$ cat src/rtl/plc_pkg.sv
// Shared types, constants and the encoder decode table for the lid controller.
// No dependencies; used by every rtl file except plc_div through scoped names.
package plc_pkg;

    localparam int RATE_WINDOW_DEF = 8;

    // run state codes
    localparam logic [1:0] MODE_CLOSED = 2'd0;
    localparam logic [1:0] MODE_OPEN   = 2'd1;
    localparam logic [1:0] MODE_COOL   = 2'd2;

    // configuration register indexes
    localparam logic [2:0] REG_LIGHT_MIN  = 3'd0;
    localparam logic [2:0] REG_AVG_HIGH   = 3'd1;
    localparam logic [2:0] REG_SHORTEST   = 3'd2;
    localparam logic [2:0] REG_LONGEST    = 3'd3;
    localparam logic [2:0] REG_COOLDOWN   = 3'd4;
    localparam logic [2:0] REG_STEPS_SYM  = 3'd5;
    localparam logic [2:0] REG_OPEN_ANG   = 3'd6;
    localparam logic [2:0] REG_CLOSE_ANG  = 3'd7;

    // register reset values
    localparam logic [17:0] LIGHT_MIN_RST = 18'd5000;
    localparam logic [7:0]  AVG_HIGH_RST  = 8'd90;
    localparam logic [15:0] SHORTEST_RST  = 16'd400;
    localparam logic [15:0] LONGEST_RST   = 16'd3000;
    localparam logic [31:0] COOLDOWN_RST  = 32'd10000;
    localparam logic [7:0]  STEPS_SYM_RST = 8'd8;
    localparam logic [7:0]  OPEN_ANG_RST  = 8'd0;
    localparam logic [7:0]  CLOSE_ANG_RST = 8'd60;

    // ms per minute, numerator of the bpm quotient
    localparam logic [15:0] BPM_DIVIDEND = 16'd60000;

    // encoder step direction codes
    localparam logic [1:0] ENC_NONE = 2'd0;
    localparam logic [1:0] ENC_UP   = 2'd1;
    localparam logic [1:0] ENC_DOWN = 2'd2;

    typedef struct packed {
        logic load;
        logic enc;
        logic prep;
        logic ring;
        logic mul;
        logic avg;
        logic mode;
        logic out_load;
    } plc_cmd_t;

    typedef struct packed {
        logic div_done;
    } plc_status_t;

    // quadrature decode: {previous pins, current pins} -> direction
    function automatic logic [1:0] enc_dir(input logic [3:0] idx);
        logic [1:0] dir;
        unique case (idx) inside
            4'h1, 4'h7, 4'hE, 4'h8: dir = ENC_UP;
            4'h2, 4'hB, 4'hD, 4'h4: dir = ENC_DOWN;
            default:                dir = ENC_NONE;
        endcase
        return dir;
    endfunction

endpackage

$ cat src/rtl/pulse_triggered_lid_controller_core.sv
// Top level of the pulse-triggered lid controller.
// Depends on plc_pkg, plc_ctrl, plc_dp (which holds two plc_div units).
//
// Each input word is either an encoder pin sample (action 0) or a control pass
// (action 1), and yields exactly one result word carrying the state after it.
// An encoder word is latched, stepped and placed in the output register. A
// control word runs the pulse filter step, then forms the 16-bit bpm quotient
// and the 32-bit symbol quotient in two restoring dividers side by side, the
// symbol divider finishing last, then ring update, averaging multiply, flag
// compare and the run-mode step. One word is in work at a time; in_stall is
// high from acceptance until its result is placed in the output register, and
// a new word is taken while that result still waits for out_stall to drop. The
// beat average is a running ring sum times a reciprocal, so RATE_WINDOW from 2
// to 32 adds no step to the sequence. Config writes are registered and belong
// in idle periods only.
module pulse_triggered_lid_controller_core #(
    parameter int RATE_WINDOW = plc_pkg::RATE_WINDOW_DEF
) (
    input  logic        clk,
    input  logic        rst_n,
    // config write port
    input  logic        cfg_we,
    input  logic [2:0]  cfg_index,
    input  logic [31:0] cfg_data,
    // input word
    input  logic        in_valid,
    output logic        in_stall,
    input  logic        action,
    input  logic        pin_a,
    input  logic        pin_b,
    input  logic        lid_switch_open,
    input  logic [17:0] light_level,
    input  logic        beat_seen,
    input  logic [31:0] time_ms,
    // result word
    output logic        out_valid,
    input  logic        out_stall,
    output logic [1:0]  run_state,
    output logic [7:0]  servo_angle,
    output logic        display_on,
    output logic [1:0]  symbol,
    output logic        hr_high,
    output logic [7:0]  beat_average
);

    plc_pkg::plc_cmd_t    cmd;
    plc_pkg::plc_status_t status;

    // sequencer
    plc_ctrl u_ctrl (
        .clk       (clk),
        .rst_n     (rst_n),
        .in_valid  (in_valid),
        .action    (action),
        .out_stall (out_stall),
        .status    (status),
        .in_stall  (in_stall),
        .out_valid (out_valid),
        .cmd       (cmd)
    );

    // filter, counters, run mode and result register
    plc_dp #(.RATE_WINDOW(RATE_WINDOW)) u_dp (
        .clk             (clk),
        .rst_n           (rst_n),
        .cmd             (cmd),
        .status          (status),
        .cfg_we          (cfg_we),
        .cfg_index       (cfg_index),
        .cfg_data        (cfg_data),
        .pin_a           (pin_a),
        .pin_b           (pin_b),
        .lid_switch_open (lid_switch_open),
        .light_level     (light_level),
        .beat_seen       (beat_seen),
        .time_ms         (time_ms),
        .run_state       (run_state),
        .servo_angle     (servo_angle),
        .display_on      (display_on),
        .symbol          (symbol),
        .hr_high         (hr_high),
        .beat_average    (beat_average)
    );

endmodule

$ cat src/rtl/plc_div.sv
// Restoring divider, one quotient bit per cycle.
// Depends on nothing; instantiated by plc_dp.
module plc_div #(
    parameter int DVD_W = 32,
    parameter int DSR_W = 8
) (
    input  logic             clk,
    input  logic             rst_n,
    input  logic             start,
    input  logic [DVD_W-1:0] dividend,
    input  logic [DSR_W-1:0] divisor,
    output logic [DVD_W-1:0] quotient,
    output logic [DSR_W-1:0] remainder,
    output logic             done
);

    localparam int CNT_W = $clog2(DVD_W + 1);

    logic [DVD_W-1:0] quo_reg;
    logic [DSR_W-1:0] rem_reg;
    logic [DSR_W-1:0] dsr_reg;
    logic [CNT_W-1:0] cnt_reg;
    logic [DSR_W:0]   shifted;
    logic [DSR_W:0]   trial;
    logic             fits;
    logic [DSR_W-1:0] rem_next;

    assign shifted  = {rem_reg, quo_reg[DVD_W-1]};
    assign fits     = shifted >= {1'b0, dsr_reg};
    assign trial    = shifted - {1'b0, dsr_reg};
    assign rem_next = fits ? trial[DSR_W-1:0] : shifted[DSR_W-1:0];

    always_ff @(posedge clk or negedge rst_n)
    begin
        if (!rst_n)
        begin
            cnt_reg <= '0;
        end
        else if (start)
        begin
            cnt_reg <= CNT_W'(DVD_W);
        end
        else if (cnt_reg != '0)
        begin
            cnt_reg <= cnt_reg - 1'b1;
        end
    end

    always_ff @(posedge clk)
    begin
        if (start)
        begin
            quo_reg <= dividend;
            rem_reg <= '0;
            dsr_reg <= divisor;
        end
        else if (cnt_reg != '0)
        begin
            quo_reg <= {quo_reg[DVD_W-2:0], fits};
            rem_reg <= rem_next;
        end
    end

    assign quotient  = quo_reg;
    assign remainder = rem_reg;
    assign done      = (cnt_reg == '0);

endmodule

$ cat src/rtl/plc_dp.sv
// Datapath: config registers, pulse filter, rate ring, encoder counters, run mode.
// Depends on plc_pkg and plc_div; steered by plc_ctrl commands.
module plc_dp #(
    parameter int RATE_WINDOW = plc_pkg::RATE_WINDOW_DEF
) (
    input  logic                   clk,
    input  logic                   rst_n,
    input  plc_pkg::plc_cmd_t      cmd,
    output plc_pkg::plc_status_t   status,
    input  logic                   cfg_we,
    input  logic [2:0]             cfg_index,
    input  logic [31:0]            cfg_data,
    input  logic                   pin_a,
    input  logic                   pin_b,
    input  logic                   lid_switch_open,
    input  logic [17:0]            light_level,
    input  logic                   beat_seen,
    input  logic [31:0]            time_ms,
    output logic [1:0]             run_state,
    output logic [7:0]             servo_angle,
    output logic                   display_on,
    output logic [1:0]             symbol,
    output logic                   hr_high,
    output logic [7:0]             beat_average
);

    localparam int POS_W     = $clog2(RATE_WINDOW);
    localparam int SUM_W     = $clog2(255 * RATE_WINDOW + 1);
    localparam int SUMX_W    = SUM_W + 1;
    localparam int AVG_SHIFT = 20;
    localparam int MULT_W    = AVG_SHIFT;
    localparam int PROD_W    = SUM_W + MULT_W;
    // ceil(2^20 / window): exact floor division for any ring sum
    localparam logic [MULT_W-1:0] AVG_MULT =
        MULT_W'((2 ** AVG_SHIFT + RATE_WINDOW - 1) / RATE_WINDOW);

    // config
    logic [17:0] light_min_reg;
    logic [7:0]  avg_high_reg;
    logic [15:0] shortest_reg;
    logic [15:0] longest_reg;
    logic [31:0] cooldown_reg;
    logic [7:0]  steps_sym_reg;
    logic [7:0]  open_ang_reg;
    logic [7:0]  close_ang_reg;

    // latched input word
    logic [1:0]  pins_reg;
    logic        lid_reg;
    logic [17:0] level_reg;
    logic        beat_reg;
    logic [31:0] time_reg;

    // block state
    logic [1:0]        mode_reg;
    logic [1:0]        prev_pins_reg;
    logic [31:0]       step_reg;
    logic [31:0]       handled_reg;
    logic [1:0]        symbol_reg;
    logic [7:0]        ring_reg [RATE_WINDOW];
    logic [POS_W-1:0]  pos_reg;
    logic [SUM_W-1:0]  sum_reg;
    logic [31:0]       last_beat_reg;
    logic [7:0]        average_reg;
    logic              high_reg;
    logic [31:0]       cool_start_reg;
    logic              acc_reg;
    logic [PROD_W-1:0] prod_reg;

    // result word
    logic [1:0] run_state_reg;
    logic [7:0] servo_reg;
    logic       display_reg;
    logic [1:0] symbol_out_reg;
    logic       hr_reg;
    logic [7:0] avg_out_reg;

    logic [31:0]      gap;
    logic             level_low;
    logic             beat_ok;
    logic [31:0]      step_diff;
    logic             diff_neg;
    logic [31:0]      diff_mag;
    logic [7:0]       sps_eff;
    logic [15:0]      bpm_q;
    logic             bpm_done;
    logic [31:0]      sym_q;
    logic [7:0]       sym_r;
    logic             sym_done;
    logic [7:0]       bpm_sat;
    logic [SUM_W-1:0] sum_next;
    logic [POS_W-1:0] pos_next;
    logic [7:0]       avg_next;
    logic [31:0]      cool_elapsed;
    logic [1:0]       dir;

    assign gap       = time_reg - last_beat_reg;
    assign level_low = level_reg < light_min_reg;
    assign beat_ok   = (gap != '0) && (gap > {16'd0, shortest_reg})
                       && (gap < {16'd0, longest_reg});

    assign step_diff = step_reg - handled_reg;
    assign diff_neg  = step_diff[31];
    assign diff_mag  = diff_neg ? (~step_diff + 32'd1) : step_diff;
    assign sps_eff   = (steps_sym_reg == '0) ? 8'd1 : steps_sym_reg;

    plc_div #(.DVD_W(16), .DSR_W(16)) u_bpm_div (
        .clk       (clk),
        .rst_n     (rst_n),
        .start     (cmd.prep),
        .dividend  (plc_pkg::BPM_DIVIDEND),
        .divisor   (gap[15:0]),
        .quotient  (bpm_q),
        .remainder (),
        .done      (bpm_done)
    );

    plc_div #(.DVD_W(32), .DSR_W(8)) u_sym_div (
        .clk       (clk),
        .rst_n     (rst_n),
        .start     (cmd.prep),
        .dividend  (diff_mag),
        .divisor   (sps_eff),
        .quotient  (sym_q),
        .remainder (sym_r),
        .done      (sym_done)
    );

    assign status.div_done = bpm_done & sym_done;

    assign bpm_sat  = (bpm_q[15:8] != '0) ? 8'hFF : bpm_q[7:0];
    assign sum_next = SUM_W'(SUMX_W'(sum_reg) + SUMX_W'(bpm_sat)
                             - SUMX_W'(ring_reg[pos_reg]));
    assign pos_next = (pos_reg == POS_W'(RATE_WINDOW - 1)) ? '0 : pos_reg + 1'b1;
    assign avg_next = prod_reg[AVG_SHIFT +: 8];

    assign cool_elapsed = time_reg - cool_start_reg;
    assign dir          = plc_pkg::enc_dir({prev_pins_reg, pins_reg});

    // config writes
    always_ff @(posedge clk or negedge rst_n)
    begin
        if (!rst_n)
        begin
            light_min_reg <= plc_pkg::LIGHT_MIN_RST;
            avg_high_reg  <= plc_pkg::AVG_HIGH_RST;
            shortest_reg  <= plc_pkg::SHORTEST_RST;
            longest_reg   <= plc_pkg::LONGEST_RST;
            cooldown_reg  <= plc_pkg::COOLDOWN_RST;
            steps_sym_reg <= plc_pkg::STEPS_SYM_RST;
            open_ang_reg  <= plc_pkg::OPEN_ANG_RST;
            close_ang_reg <= plc_pkg::CLOSE_ANG_RST;
        end
        else if (cfg_we)
        begin
            unique case (cfg_index)
                plc_pkg::REG_LIGHT_MIN: light_min_reg <= cfg_data[17:0];
                plc_pkg::REG_AVG_HIGH:  avg_high_reg  <= cfg_data[7:0];
                plc_pkg::REG_SHORTEST:  shortest_reg  <= cfg_data[15:0];
                plc_pkg::REG_LONGEST:   longest_reg   <= cfg_data[15:0];
                plc_pkg::REG_COOLDOWN:  cooldown_reg  <= cfg_data;
                plc_pkg::REG_STEPS_SYM: steps_sym_reg <= cfg_data[7:0];
                plc_pkg::REG_OPEN_ANG:  open_ang_reg  <= cfg_data[7:0];
                plc_pkg::REG_CLOSE_ANG: close_ang_reg <= cfg_data[7:0];
                default: ;
            endcase
        end
    end

    // input word capture and result word
    always_ff @(posedge clk)
    begin
        if (cmd.load)
        begin
            pins_reg  <= {pin_a, pin_b};
            lid_reg   <= lid_switch_open;
            level_reg <= light_level;
            beat_reg  <= beat_seen;
            time_reg  <= time_ms;
        end
        if (cmd.mul)
        begin
            prod_reg <= PROD_W'(sum_reg) * PROD_W'(AVG_MULT);
        end
        if (cmd.out_load)
        begin
            run_state_reg  <= mode_reg;
            servo_reg      <= (mode_reg == plc_pkg::MODE_OPEN) ? open_ang_reg
                                                               : close_ang_reg;
            display_reg    <= (mode_reg == plc_pkg::MODE_OPEN);
            symbol_out_reg <= symbol_reg;
            hr_reg         <= high_reg;
            avg_out_reg    <= average_reg;
        end
    end

    // block state
    always_ff @(posedge clk or negedge rst_n)
    begin
        if (!rst_n)
        begin
            mode_reg       <= plc_pkg::MODE_CLOSED;
            prev_pins_reg  <= '0;
            step_reg       <= '0;
            handled_reg    <= '0;
            symbol_reg     <= '0;
            for (int i = 0; i < RATE_WINDOW; i++)
            begin
                ring_reg[i] <= '0;
            end
            pos_reg        <= '0;
            sum_reg        <= '0;
            last_beat_reg  <= '0;
            average_reg    <= '0;
            high_reg       <= 1'b0;
            cool_start_reg <= '0;
            acc_reg        <= 1'b0;
        end
        else
        begin
            if (cmd.enc)
            begin
                if (mode_reg == plc_pkg::MODE_OPEN)
                begin
                    if (dir == plc_pkg::ENC_UP)
                    begin
                        step_reg <= step_reg + 32'd1;
                    end
                    else if (dir == plc_pkg::ENC_DOWN)
                    begin
                        step_reg <= step_reg - 32'd1;
                    end
                end
                prev_pins_reg <= pins_reg;
            end

            if (cmd.prep)
            begin
                acc_reg <= !level_low && beat_reg && beat_ok;
                if (level_low)
                begin
                    high_reg <= 1'b0;
                end
                else if (beat_reg)
                begin
                    last_beat_reg <= time_reg;
                end
            end

            if (cmd.ring && acc_reg)
            begin
                ring_reg[pos_reg] <= bpm_sat;
                sum_reg           <= sum_next;
                pos_reg           <= pos_next;
            end

            if (cmd.avg && acc_reg)
            begin
                average_reg <= avg_next;
                high_reg    <= avg_next > avg_high_reg;
            end

            if (cmd.mode)
            begin
                case (mode_reg)
                    plc_pkg::MODE_CLOSED:
                    begin
                        if (high_reg)
                        begin
                            step_reg    <= '0;
                            handled_reg <= '0;
                            mode_reg    <= plc_pkg::MODE_OPEN;
                        end
                    end
                    plc_pkg::MODE_OPEN:
                    begin
                        if (!lid_reg)
                        begin
                            for (int i = 0; i < RATE_WINDOW; i++)
                            begin
                                ring_reg[i] <= '0;
                            end
                            pos_reg        <= '0;
                            sum_reg        <= '0;
                            high_reg       <= 1'b0;
                            cool_start_reg <= time_reg;
                            mode_reg       <= plc_pkg::MODE_COOL;
                        end
                        else
                        begin
                            // whole symbol moves; the remainder stays pending
                            if (diff_neg)
                            begin
                                handled_reg <= step_reg + {24'd0, sym_r};
                                symbol_reg  <= symbol_reg - sym_q[1:0];
                            end
                            else
                            begin
                                handled_reg <= step_reg - {24'd0, sym_r};
                                symbol_reg  <= symbol_reg + sym_q[1:0];
                            end
                        end
                    end
                    default:
                    begin
                        if (cool_elapsed >= cooldown_reg)
                        begin
                            mode_reg <= plc_pkg::MODE_CLOSED;
                        end
                    end
                endcase
            end
        end
    end

    assign run_state    = run_state_reg;
    assign servo_angle  = servo_reg;
    assign display_on   = display_reg;
    assign symbol       = symbol_out_reg;
    assign hr_high      = hr_reg;
    assign beat_average = avg_out_reg;

endmodule

$ cat src/rtl/plc_ctrl.sv
// Sequencer: input/output handshake and the step order of one word.
// Depends on plc_pkg; drives plc_dp through command and status structs.
module plc_ctrl (
    input  logic                 clk,
    input  logic                 rst_n,
    input  logic                 in_valid,
    input  logic                 action,
    input  logic                 out_stall,
    input  plc_pkg::plc_status_t status,
    output logic                 in_stall,
    output logic                 out_valid,
    output plc_pkg::plc_cmd_t    cmd
);

    typedef enum logic [3:0] {
        S_IDLE,
        S_ENC,
        S_PREP,
        S_DIV,
        S_RING,
        S_MUL,
        S_AVG,
        S_MODE,
        S_OUT
    } state_t;

    state_t state_reg;
    logic   out_valid_reg;
    logic   accept;
    logic   out_free;

    assign accept   = in_valid && (state_reg == S_IDLE);
    assign out_free = !out_valid_reg || !out_stall;

    always_comb
    begin
        cmd          = '0;
        cmd.load     = accept;
        cmd.enc      = (state_reg == S_ENC);
        cmd.prep     = (state_reg == S_PREP);
        cmd.ring     = (state_reg == S_RING);
        cmd.mul      = (state_reg == S_MUL);
        cmd.avg      = (state_reg == S_AVG);
        cmd.mode     = (state_reg == S_MODE);
        cmd.out_load = (state_reg == S_OUT) && out_free;
    end

    always_ff @(posedge clk or negedge rst_n)
    begin
        if (!rst_n)
        begin
            state_reg     <= S_IDLE;
            out_valid_reg <= 1'b0;
        end
        else
        begin
            if (cmd.out_load)
            begin
                out_valid_reg <= 1'b1;
            end
            else if (!out_stall)
            begin
                out_valid_reg <= 1'b0;
            end

            unique case (state_reg)
                S_IDLE:
                begin
                    if (accept)
                    begin
                        state_reg <= action ? S_PREP : S_ENC;
                    end
                end
                S_ENC:  state_reg <= S_OUT;
                S_PREP: state_reg <= S_DIV;
                S_DIV:
                begin
                    if (status.div_done)
                    begin
                        state_reg <= S_RING;
                    end
                end
                S_RING: state_reg <= S_MUL;
                S_MUL:  state_reg <= S_AVG;
                S_AVG:  state_reg <= S_MODE;
                S_MODE: state_reg <= S_OUT;
                S_OUT:
                begin
                    if (out_free)
                    begin
                        state_reg <= S_IDLE;
                    end
                end
                default: state_reg <= S_IDLE;
            endcase
        end
    end

    assign in_stall  = (state_reg != S_IDLE);
    assign out_valid = out_valid_reg;

endmodule

$ cat config.mk
export PLATFORM = sky130hd
export DESIGN_NAME = pulse_triggered_lid_controller_core
export DESIGN_NICKNAME = d
export VERILOG_FILES = /design/src/rtl/plc_pkg.sv /design/src/rtl/pulse_triggered_lid_controller_core.sv /design/src/rtl/plc_div.sv /design/src/rtl/plc_dp.sv /design/src/rtl/plc_ctrl.sv
export SDC_FILE = /design/constraint.sdc
export NUM_CORES = 1
export LEC_CHECK = 0
export BUFFER_PORTS_ARGS = -buffer_cell sky130_fd_sc_hd__buf_4
export CAP_MARGIN = 10
export CORE_ASPECT_RATIO = 0.9
export CORE_MARGIN = 3
export CORE_UTILIZATION = 47
export DETAILED_ROUTE_END_ITERATION = 12
export PLACE_DENSITY_LB_ADDON = 0.12
export SYNTH_ARGS = -nofsm -noshare
export SYNTH_HDL_FRONTEND = slang
export SYNTH_SLANG_ARGS = --single-unit
export TNS_END_PERCENT = 30
$ cat constraint.sdc
create_clock -name clk -period 6.7 [get_ports clk]
set_clock_uncertainty 0.05 [all_clocks]
set_input_delay 2.01 -clock clk [delete_from_list [all_inputs] [get_ports clk]]
set_output_delay 2.01 -clock clk [all_outputs]
set_load 0.01 [all_outputs]
==> impl_metrics.py <==
metrics = {
    "critical_path": {
        "cp-start-kind": "flop",
        "worstPathMaxFanout": 11,
        "crit_arrival_ns": 6.66,
        "required_ns": 7.14,
        "path_class": "reg -> reg",
        "rr_endpoint": "u_dp.handled_reg[31]",
        "rrSetupSlack_ns": 0.48,
        "worstRegToRegCells": 24,
        "end_kind": "flop",
        "reg2reg_from": "u_dp.step_reg[2]",
    },
    "sta": {
        "min_period_ns": 6.22,
        "fmax_ghz": 0.161,
        "slew_violations": 0,
        "rsz0062_at_grt": "no",
        "worst_slew_pin_slew_ns": 1.13,
        "slew-limit-headroom": 0.240,
        "hold_viol": 0,
        "tns_ns": 0,
        "layout_setup_ws_ns": 0.477,
        "min_period_over_period": 0.929,
        "setup_viol": 0,
    },
    "global_route": {
        "track_usage": 0.229,
        "grt_first_pass_wirelength_um": 136000,
        "antenna_found_initial": 1,
        "grt_max_degree": 160,
        "overflow": 0,
        "grt_pass1_vias": 25000,
    },
    "clock_tree": {
        "clock-root-buffer": "clkbuf_16",
        "cts_tree": "done",
        "numCtsBuffers": 58,
        "clkLatencyLatePin_ns": 0.62,
        "clock_path_buffers": 3,
        "cts.clk_slew.worst_paths_ns": 0.07,
        "cts.sinks": 532,
        "htreeDepth": 2,
    },
    "placement": {
        "pre_cts_slack_ns": 0.546,
        "place.gp.congestion": 0.895,
        "post-dp-hpwl_um": 60900,
        "portBuffers": 118,
    },
    "pwr": {
        "p_comb_frac": 0.412,
        "irDropWorstVdd_mv": 0.198,
        "powerDensity_nw_per_um2": 371,
        "switchingPower_w": 0.00507,
        "p_seq_frac": 0.337,
        "p_leak_nw": 16.3,
        "switching_share": 0.375,
        "p_int_w": 0.00846,
        "p_clk_frac": 0.251,
    },
    "detailed_routing": {
        "wl_um": 84000,
        "firstDrtPassIters": 7,
        "wl_per_cell_um": 18.6,
        "vias_per_cell": 5.66,
        "dr_wl_met3_um": 4290,
        "drtIter0Drc": 1904,
        "wl_met1_um": 42000,
        "top_layer": "met4",
        "drtAntennaViolNets": 0,
        "wl_met2_um": 36300,
        "vias": 25600,
        "remaining_drc_errors": 0,
    },
    "logic_synthesis": {
        "syn_inst": 3476,
        "ys_async_sr_fraction": 0.662,
        "synth_area_leader_cell": "dfrtp_1",
        "ys_seq_area_frac": 0.426,
        "synth_top_cell_area_share": 0.249,
        "syn_avg_cell_area_um2": 9.35,
        "yosysMostFrequentCell": "nand2_1",
        "synthTopCellsByArea": "dfrtp_1 (25%), edfxtp_1 (13%), ha_1 (9.9%)",
        "syn-num-nets": 3843,
        "yosys_most_used_dff": "dfrtp_1",
        "ys_ff_latch": 532,
        "synth-edff-count": 140,
        "synthTopCellsByCount": "nand2_1 (356), dfrtp_1 (323), nor2_1 (297), inv_1 (291), o21ai_0 (289)",
        "yosysWarningCount": 0,
        "synth.distinct_cells": 90,
        "syn_area_um2": 32500,
    },
    "floorplanning": {
        "core_um2": 67700,
        "die_area_um2": 72300,
        "start_util": 0.480,
        "io_pins": 119,
        "dieHeight_um": 255,
        "rows": 90,
        "die_x_um": 283,
    },
    "worst_hold_path": {
        "min_path_type": "reg -> reg",
        "hold_end": "u_dp.beat_average[0]",
        "worstHoldStart": "u_dp.average_reg[0]",
        "min_path_cells": 0,
    },
    "finish": {
        "regArea_um2": 13800,
        "area_growth_syn_to_layout_pct": 12.2,
        "layout-drive-gt1-share": 0.124,
        "multi_input_area_um2": 17100,
        "largest_register_ffs": 64,
        "fillers": 6022,
        "n_antenna_cell": 0,
        "nNetsFinal": 3926,
    },
    "outcome": {
        "outcome": "finished clean",
    },
    "flow_run": {
        "drv_cap": 0,
    },
}
[power by group through the flow]
stage                     sequential (W)  clock, W  combinational [W]
after floorplan                  0.00447         0            0.00417
after global placement           0.00459         0            0.00535
after detailed placement         0.00461         0            0.00549
after CTS                        0.00456   0.00349            0.00554
after global routing             0.00464   0.00362            0.00631
final                            0.00456   0.00340            0.00557
[cell families (layout without fill, tap and decap cells)]
family / Yosys count / count (layout) / share of synthesized area
adder cells (fa/ha/maj): 272 / 272 / 0.108
flip-flops: 532 / 532 / 0.426
AND/OR/NAND/NOR: 1019 / 1019 / 0.144
buffers and inverters: 430 / 563 / 0.0503
XOR/XNOR: 184 / 184 / 0.0505
AO/OA/AOI/OAI: 913 / 913 / 0.175
multiplexers: 126 / 126 / 0.0459
[layer usage]
layer,up-vias,global-route usage
met1,12400,0.348
met4,0,0.0487
li1,12500,-
met2,606,0.348
met5,-,0
met3,107,0.0332
[how the worst max path moves through the flow]
stage | cells after the start | start | to
2_1_floorplan | 25 | u_dp.step_reg[10] | u_dp.handled_reg[31]
3_3_place_gp | 24 | u_dp.step_reg[12] | u_dp.handled_reg[31]
3_5_place_dp | 24 | u_dp.step_reg[12] | u_dp.handled_reg[31]
4_1_cts | 24 | u_dp.step_reg[12] | u_dp.handled_reg[31]
5_1_grt | 24 | u_dp.step_reg[2] | u_dp.handled_reg[31]
6_report | 24 | u_dp.step_reg[2] | u_dp.handled_reg[31]
[per-stage QoR]
step	hold slack [ns]	power (W)	cell area, µm²	utilization	cells
global route	0.414	0.0146	36500	0.539	4529
finish	0.406	0.0135	36500	0.539	4529
floorplan	0.371	0.00864	32500	-	3476
CTS	0.409	0.0136	36500	0.539	4529
global placement	0.382	0.00994	34400	0.508	4419
detailed placement	0.383	0.0101	34400	0.508	4419
[layout by cell type, fill, tap and decap left out, types with 13 or more instances in the layout]
master / count
nand2_1: 356
dfrtp_1: 323
nor2_1: 296
inv_1: 290
o21ai_0: 289
ha_1: 258
a21oi_1: 232
buf_4: 158
edfxtp_1: 140
xnor2_1: 113
mux2_2: 103
a21o_1: 83
a211oi_1: 80
nor3_1: 73
xor2_1: 69
clkbuf_16: 63
nand3_1: 57
dfxtp_1: 40
nand4_1: 33
and3_1: 31
o21a_1: 29
nor2b_1: 29
dfstp_2: 29
or3_1: 25
nand2b_1: 24
o21bai_1: 19
a31oi_1: 19
o211ai_1: 18
mux2i_1: 15
nor4_1: 14
fa_1: 14
or2_2: 13
o22ai_1: 13
[critical path: stages (launching register included)]
cell	delay, ns
dfrtp_1	0.56
ha_1	0.34
or2_2	0.32
o22a_1	0.21
a21oi_1	0.42
o21ai_0	0.22
o21ai_1	0.22
o211ai_1	0.13
a21oi_1	0.16
buf_4	0.16
xor3_1	0.24
nor2_1	0.14
xor2_1	0.23
ha_1	0.30
a211oi_1	0.28
a21oi_1	0.14
o31a_1	0.36
a41o_1	0.31
a41oi_1	0.30
nor3_1	0.09
o21ai_0	0.27
a21oi_1	0.16
a31oi_1	0.23
xor2_1	0.15
o21ai_0	0.08
[timing repair]
| item | CTS | global route |
|---|---|---|
| endpoints found under the setup margin | 0 | 1 |
| buffers inserted | 0 | 0 |
| hold buffers | 0 | 0 |
| resized for setup | 0 | 1 |
[final cells by class]
cell class	count	share of cell area
clock inverter	35	0.00974
tap	920	0.0316
sequential	532	0.380
multi-input combinational	2514	0.468
inverter	292	0.0301
clock buffer	75	0.0464
timing repair buffer	161	0.0340
Note: power is estimated with default switching activity, not from simulation.
